--- config.mk ---
export PLATFORM = sky130hd
export DESIGN_NAME = xyzlab_root_cell
export DESIGN_NICKNAME = d
export VERILOG_FILES = /design/src/rtl/core/xyzlab_pkg.sv /design/src/rtl/core/xyzlab_root_cell.sv
export SDC_FILE = /design/constraint.sdc
export NUM_CORES = 1
export LEC_CHECK = 0
export BUFFER_PORTS_ARGS = -buffer_cell sky130_fd_sc_hd__buf_2
export CORE_AREA = 3 3 273 275
export CTS_BUF_LIST = sky130_fd_sc_hd__clkbuf_16
export CTS_CLUSTER_SIZE = 10
export DETAILED_ROUTE_END_ITERATION = 6
export DIE_AREA = 0 0 276 278
export GPL_TIMING_DRIVEN = 0
export PLACE_DENSITY = 0.64
export SYNTH_ARGS = -nofsm -noshare
export SYNTH_HDL_FRONTEND = slang
export SYNTH_SLANG_ARGS = --single-unit
--- constraint.sdc ---
create_clock -name clock -period 21.8 [get_ports clock]
set_clock_uncertainty 0.15 [all_clocks]
set_input_delay 1.09 -clock clock [delete_from_list [all_inputs] [get_ports clock]]
set_output_delay 1.09 -clock clock [all_outputs]
set_load 0.01 [all_outputs]
--- src/rtl/core/xyzlab_pkg.sv ---
// Package for the XYZ to CIELAB converter: widths, fixed-point constants,
// register indexes and the per-channel record carried down the cube-root chain.
// No dependencies.
package xyzlab_pkg;

   // default code width of the tristimulus inputs
   localparam int SAMPLE_BITS_DEF = 16;

   // configuration register indexes
   localparam logic [2:0] REG_INV_WHITE_X = 3'd0;
   localparam logic [2:0] REG_INV_WHITE_Y = 3'd1;
   localparam logic [2:0] REG_INV_WHITE_Z = 3'd2;
   localparam logic [2:0] REG_OUT_SCALE   = 3'd3;
   localparam logic [2:0] REG_OFFSET_MODE = 3'd4;

   localparam int CSR_IDX_W  = 3;
   localparam int CSR_DATA_W = 32;
   localparam int INV_W      = 32;
   localparam int SCALE_W    = 24;

   // register reset values
   localparam logic [INV_W-1:0]   INV_WHITE_X_RST = 32'd17016777;
   localparam logic [INV_W-1:0]   INV_WHITE_Y_RST = 32'd16777216;
   localparam logic [INV_W-1:0]   INV_WHITE_Z_RST = 32'd15359587;
   localparam logic [SCALE_W-1:0] OUT_SCALE_RST   = 24'd256;

   // ratio t in Q2.24, saturating
   localparam int              T_W         = 26;
   localparam logic [T_W-1:0]  T_MAX       = '1;
   localparam logic [T_W-1:0]  T_THRESHOLD = 26'd148578;

   // linear segment: floor((9033 t + 160 * 2^24) / 296960)
   // 296960 = 2048 * 145; the /145 is a reciprocal multiply (exact for 21-bit values)
   localparam int             LIN_T_W    = 18;
   localparam int             LIN_N_W    = 33;
   localparam int             LIN_Q_W    = 21;
   localparam int             LIN_W      = 14;
   localparam logic [LIN_N_W-1:0] LIN_MUL  = 33'd9033;
   localparam logic [LIN_N_W-1:0] LIN_BIAS = 33'd2684354560;
   localparam logic [21:0]    LIN_RECIP  = 22'd3702559;
   localparam int             LIN_SHIFT  = 29;

   // cube root chain
   localparam int ROOT_CELLS = 17;
   localparam int ROOT_W     = 17;
   localparam int SQ_W       = 34;
   localparam int REM_W      = 50;
   localparam int CMP_W      = 53;

   // back end: L = floor((116 fy - 2^20) / 100) via w = 116 fy + 24, /4 then /25
   localparam int              V_W      = 21;
   localparam int              W_W      = 24;
   localparam logic [W_W-1:0]  L_MUL    = 24'd116;
   localparam logic [W_W-1:0]  L_ADD    = 24'd24;
   localparam logic [22:0]     L_RECIP  = 23'd5368710;
   localparam int              L_SHIFT  = 27;
   localparam int              L_BIAS   = 10486;
   localparam int              Q16_ONE  = 65536;
   localparam int              P_W      = V_W + SCALE_W + 1;
   localparam logic signed [31:0] SAT_MAX = 32'sh7FFF_FFFF;
   localparam logic signed [31:0] SAT_MIN = 32'sh8000_0000;

   typedef struct packed {
      logic              sel;   // t above threshold: use the cube root
      logic [LIN_W-1:0]  lin;   // linear-segment result
      logic [REM_W-1:0]  rem;   // cube root remainder
      logic [ROOT_W-1:0] root;  // partial root
      logic [SQ_W-1:0]   sq;    // root squared
   } chan_type;

   typedef chan_type [2:0] pix_type;

endpackage

--- src/rtl/core/xyzlab_root_cell.sv ---
// One cell of the cube root chain: settles one root bit for all three channels
// and hands the pixel to the next cell. Depends on xyzlab_pkg.
module xyzlab_root_cell #(
   parameter int BIT = 0
) (
   input  logic                clock,
   input  logic                reset,
   input  logic                in_valid,
   output logic                in_ready,
   input  xyzlab_pkg::pix_type in_pix,
   output logic                out_valid,
   input  logic                out_ready,
   output xyzlab_pkg::pix_type out_pix
);
   import xyzlab_pkg::*;

   logic              valid_ff;
   pix_type           pix_in;
   pix_type           pix_ff;
   logic [ROOT_W-1:0] y2 [3];
   logic [SQ_W-1:0]   sq2 [3];
   logic [CMP_W-1:0]  tri3 [3];
   logic [CMP_W-1:0]  step [3];

   assign in_ready  = !valid_ff || out_ready;
   assign out_valid = valid_ff;
   assign out_pix   = pix_ff;

   // restoring digit step: try bit, subtract 3y(y+1)+1 scaled by 2^(3*BIT)
   always_comb begin
      pix_in = in_pix;
      for (int c = 0; c < 3; c++) begin
         y2[c]   = {in_pix[c].root[ROOT_W-2:0], 1'b0};
         sq2[c]  = {in_pix[c].sq[SQ_W-3:0], 2'b00};
         tri3[c] = (CMP_W'(sq2[c]) + CMP_W'(y2[c])) * CMP_W'(3) + CMP_W'(1);
         step[c] = tri3[c] << (3 * BIT);
         if (CMP_W'(in_pix[c].rem) >= step[c]) begin
            pix_in[c].rem  = in_pix[c].rem - step[c][REM_W-1:0];
            pix_in[c].root = y2[c] | ROOT_W'(1);
            pix_in[c].sq   = sq2[c] + (SQ_W'(y2[c]) << 1) + SQ_W'(1);
         end else begin
            pix_in[c].root = y2[c];
            pix_in[c].sq   = sq2[c];
         end
      end
   end

   always_ff @(posedge clock) begin
      if (reset) begin
         valid_ff <= 1'b0;
      end else if (in_ready) begin
         valid_ff <= in_valid;
      end
   end

   always_ff @(posedge clock) begin
      if (in_ready) pix_ff <= pix_in;
   end

endmodule

# Yosys cells after proc, flatten, opt, wreduce, memory -nomap -nowiden
# Cells that the tools add are included.
# word_totals
ff_bits	349
wordCells	48
out_inout_bits	350
# classes
n_reduce_logical	2
n_lt_le_gt_ge	3
add_sub_neg	15
n_mux	6
multipliers	3
# op_table
op	count
greater-or-equal comparator 50 x 38 -> 1 bit	3
2-to-1 mux 50 bit	3
subtractor 50 x 38 -> 50 bit	3
adder 37 x 1 -> 38 bit (second input constant)	3
multiplier 35 x 2 -> 37 bit (second input constant)	3
adder 34 x 17 -> 35 bit	3
2-to-1 mux 35 bit	3
adder 34 x 1 -> 34 bit (second input constant)	3
adder 34 x 18 -> 34 bit	3
zero test 1 bit	1
logical OR 1 bit	1

# Longest topological paths before layout
# logic_depth
word_depth	5
mapped_depth	41
depth_no_buf	36

# Least setup slack after synthesis
# Ideal clock, no wire load.
# synth_timing
path_kind	input port to output port
from	input port out_ready
to	output port in_ready
path_buffers	0
arrival_time_ps	9414
stages	1
slack_ps	11146
path_cell_list	nand2b_1
# synth_via
elab_chain_cells	1
# synth_lines
element	line	source
start: declaration	xyzlab_root_cell.sv:12	input logic out_ready,
logical OR 1 bit	xyzlab_root_cell.sv:25	assign in_ready = !valid_ff || out_ready;
end: declaration	xyzlab_root_cell.sv:9	output logic in_ready,
# No other way between the ends.

==> impl_metrics.prom <==
# TYPE chip_impl_metric gauge
chip_impl_metric{name="critical_path_buf_inv_count",unit=""} 3
chip_impl_metric{name="grt_pass1_vias",unit=""} 26100
chip_impl_metric{name="die_width",unit="um"} 276
chip_impl_metric{name="multi_input_comb_area",unit="um2"} 18290
chip_impl_metric{name="avgViaCountPerCell",unit=""} 5.559
chip_impl_metric{name="cells_after_synth",unit=""} 3174
chip_impl_metric{name="gr-total-overflow",unit=""} 0
chip_impl_metric{name="power_report.internal_total",unit="W"} 0.002219
chip_impl_info{name="clock_tree_root",value="sky130_fd_sc_hd__clkbuf_16"} 1
chip_impl_metric{name="filler_cell_count",unit=""} 6974
chip_impl_metric{name="tritoncts_sink_count",unit=""} 346
chip_impl_metric{name="dr_total_vias",unit=""} 27230
chip_impl_metric{name="core_region_area",unit="um2"} 72590
chip_impl_metric{name="nets",unit=""} 4578
chip_impl_metric{name="setup_viol",unit=""} 0
chip_impl_metric{name="drive_gt1_frac",unit=""} 0.2104
chip_impl_metric{name="post_synth_instance_area",unit="um2"} 29460
chip_impl_metric{name="dr.pass1.iters",unit=""} 7
chip_impl_info{name="synthMostInstantiatedCell",value="sky130_fd_sc_hd__edfxtp_1"} 1
chip_impl_metric{name="cp_max_fo",unit=""} 10
chip_impl_metric{name="gp_congestion",unit=""} 0.9457
chip_impl_metric{name="initial_antenna_violation_count",unit=""} 40
chip_impl_info{name="setup.worst_path.end_class",value="register"} 1
chip_impl_metric{name="layout_utilization",unit=""} 0.4904
chip_impl_metric{name="totalWireLength",unit="um"} 103300
chip_impl_metric{name="synth_async_sr_flop_share",unit=""} 0
chip_impl_metric{name="route.detailed.drc",unit=""} 0
chip_impl_metric{name="sequential_cell_area",unit="um2"} 10380
chip_impl_metric{name="worstMarginPinSlew",unit="ns"} 1.046
chip_impl_metric{name="synth-seq-cells",unit=""} 346
chip_impl_metric{name="worstRegToRegCells",unit=""} 4
chip_impl_metric{name="synth-edff-count",unit=""} 345
chip_impl_metric{name="clk_transition_reported_paths",unit="ns"} 0.05
chip_impl_info{name="crit_path_top_delay_cell",value="sky130_fd_sc_hd__a21oi_1"} 1
chip_impl_metric{name="first_iter_violations",unit=""} 1787
chip_impl_metric{name="ant_nets",unit=""} 0
chip_impl_metric{name="count_of_pins_on_the_block_boundary",unit=""} 702
chip_impl_metric{name="worst-endpoint-required",unit="ns"} 21.96
chip_impl_info{name="worstSetupPathType",value="in -> reg"} 1
chip_impl_metric{name="max_incr_delay_on_cp",unit="ns"} 0.80
chip_impl_metric{name="maxCapViolCount",unit=""} 0
chip_impl_metric{name="detailed_place_hpwl",unit="um"} 85590
chip_impl_metric{name="synthesis.yosys.warnings",unit=""} 0
chip_impl_metric{name="ctsHoldBuffers",unit=""} 0
chip_impl_info{name="clock_tree_from_tritoncts",value="built"} 1
chip_impl_metric{name="fmaxAchievable",unit="MHz"} 102.3
chip_impl_info{name="most_instantiated_flip_flop_cell_in_the_synthesis_netlist",value="sky130_fd_sc_hd__edfxtp_1"} 1
chip_impl_metric{name="post_drt_wl_per_cell",unit="um"} 21.08
chip_impl_metric{name="fp-row-count",unit=""} 99
chip_impl_metric{name="power_leakage",unit="nW"} 15.55
chip_impl_metric{name="start_util",unit=""} 0.4058
chip_impl_info{name="status",value="complete, no violations"} 1
chip_impl_metric{name="whs_path_depth",unit=""} 2
chip_impl_metric{name="clk_latency",unit="ns"} 0.57
chip_impl_metric{name="period_minus_slack",unit="ns"} 9.771
chip_impl_metric{name="pwr-share-clk",unit=""} 0.188
chip_impl_info{name="setup_repair_after_global_routing_missed_its_margin",value="no"} 1
chip_impl_metric{name="timing_max_transition_violations_final",unit=""} 0
chip_impl_info{name="critical_path.startpoint_type",value="input pin"} 1
chip_impl_metric{name="layout_worst_path_cycle_share",unit=""} 0.4482
chip_impl_metric{name="power_frac_seq",unit=""} 0.263
chip_impl_metric{name="die_h",unit="um"} 278
chip_impl_metric{name="slew_headroom",unit=""} 0.2938
chip_impl_metric{name="cts_setup_buffers",unit=""} 0
chip_impl_metric{name="global_route_wire_length_before_repair",unit="um"} 154500
chip_impl_metric{name="floorplan.die_area",unit="um2"} 76730
chip_impl_info{name="synth_area_leaders",value="sky130_fd_sc_hd__edfxtp_1 35%, sky130_fd_sc_hd__ha_1 13%, sky130_fd_sc_hd__xnor2_1 6.0%"} 1
chip_impl_metric{name="arrival",unit="ns"} 9.93
chip_impl_metric{name="grt_max_degree",unit=""} 75
chip_impl_metric{name="report.final.hold_viol_count",unit=""} 0
chip_impl_metric{name="post_cts_resized",unit=""} 0
chip_impl_info{name="path_delay_family",value="compound AO/OA/AOI/OAI gates"} 1
chip_impl_metric{name="overall_global_routing_resource_usage",unit=""} 0.2565
chip_impl_metric{name="setup-tns-final",unit="ns"} 0
chip_impl_metric{name="switching_share",unit=""} 0.4189
chip_impl_info{name="synth_top_cells_by_count",value="345 x sky130_fd_sc_hd__edfxtp_1, 309 x sky130_fd_sc_hd__ha_1, 300 x sky130_fd_sc_hd__nand2_1, 282 x sky130_fd_sc_hd__a21oi_1, 238 x sky130_fd_sc_hd__nor2_1"} 1
chip_impl_metric{name="synth_largest_type_area_fraction",unit=""} 0.3517
chip_impl_metric{name="comb_power_share",unit=""} 0.549
chip_impl_info{name="synth_top_area_cell",value="sky130_fd_sc_hd__edfxtp_1"} 1
chip_impl_metric{name="port_buf_inserts",unit=""} 677
chip_impl_metric{name="worst_vdd_drop",unit="mV"} 0.06634
chip_impl_metric{name="cts.path.max_buffers",unit=""} 3
chip_impl_metric{name="power_density",unit="nW/um2"} 107.3
chip_impl_metric{name="p_switching",unit="W"} 0.001600
chip_impl_metric{name="synthesis.area_per_instance",unit="um2"} 9.281
chip_impl_info{name="hold_class",value="in -> reg"} 1
chip_impl_metric{name="synth_seq_area_share",unit=""} 0.3524
chip_impl_metric{name="cts_inserted_buffers",unit=""} 45
chip_impl_metric{name="critical_path_depth",unit=""} 33
chip_impl_metric{name="synth_cell_types",unit=""} 86
chip_impl_metric{name="cts-htree-levels",unit=""} 2
chip_impl_metric{name="area_growth",unit="%"} 20.85
[metal layers]
metal / up-vias / track usage / share of wire
li1: 13260 / - / -
met1: 12850 / 0.3190 / 0.42
met2: 931 / 0.4454 / 0.48
met3: 174 / 0.05847 / 0.071
met4: 22 / 0.07380 / 0.031
met5: - / 0 / 0.0013
[path summary, 6_finish.rpt]
| path | slack, ns | start | endpoint |
|---|---|---|---|
| worst min register to register | 0.95 | out_valid | out_valid |
| worst min-delay path | 0.51 | reset | out_valid |
| worst max register to register | 19.33 | out_valid | out_pix[107] |
| worst max-delay path | 12.03 | in_pix[233] | out_pix[263] |
[final cells by class]
| class | instances | share of cell area |
|---|---|---|
| multi-input combinational | 2637 | 0.5138 |
| sequential | 346 | 0.2916 |
| timing repair buffer | 682 | 0.09904 |
| tap | 959 | 0.03371 |
| clock buffer | 45 | 0.03163 |
| inverter | 109 | 0.01149 |
| buffer | 84 | 0.01104 |
| clock inverter | 22 | 0.006643 |
| antenna | 15 | 0.001054 |
[registers in the layout, indices dropped and copies added, names as in the netlist]
| signal | flops |
|---|---|
| out_pix | 345 |
| out_valid | 1 |
[placed cells by master (no fill, tap or decap), types with 124 or more instances in the layout]
master                     count
sky130_fd_sc_hd__buf_2       706
sky130_fd_sc_hd__edfxtp_1    345
sky130_fd_sc_hd__ha_1        309
sky130_fd_sc_hd__nand2_1     300
sky130_fd_sc_hd__a21oi_1     282
sky130_fd_sc_hd__nor2_1      238
sky130_fd_sc_hd__o21ai_0     234
sky130_fd_sc_hd__xnor2_1     202
sky130_fd_sc_hd__xor2_1      194
sky130_fd_sc_hd__a21o_1      124
[power groups by stage]
stage	clock network, W	registers, W	logic [W]
after floorplan	0	0.00111	0.00135
after detailed placement	0	0.00102	0.00207
after global routing	0.000762	0.00102	0.00231
after CTS	0.000739	0.00100	0.00208
final	0.000718	0.00100	0.00210
after global placement	0	0.00103	0.00207
[cell families (layout without fill, tap and decap cells)]
group,count (synthesis),after routing,synth area share
flip-flops,346,346,0.3524
AO/OA/AOI/OAI,934,934,0.1994
AND/OR/NAND/NOR,965,965,0.1569
adder cells (fa/ha/maj),321,321,0.1394
buffers and inverters,193,942,0.02723
XOR/XNOR,396,396,0.1177
other,1,18,0.0001273
multiplexers,18,18,0.006881
[through the flow]
step	setup slack, ns	total power (W)	instance area [um2]	std cells	hold WS (ns)
floorplan	11.15	0.002459	29470	3176	1.009
global placement	5.877	0.003097	34050	4812	1.095
detailed placement	11.50	0.003083	34200	4817	1.007
CTS	12.06	0.003823	35560	4884	0.4629
global route	11.36	0.004088	35590	4894	0.4802
finish	12.03	0.003819	35600	4899	0.5123
Power figures use the tool's default switching activity.
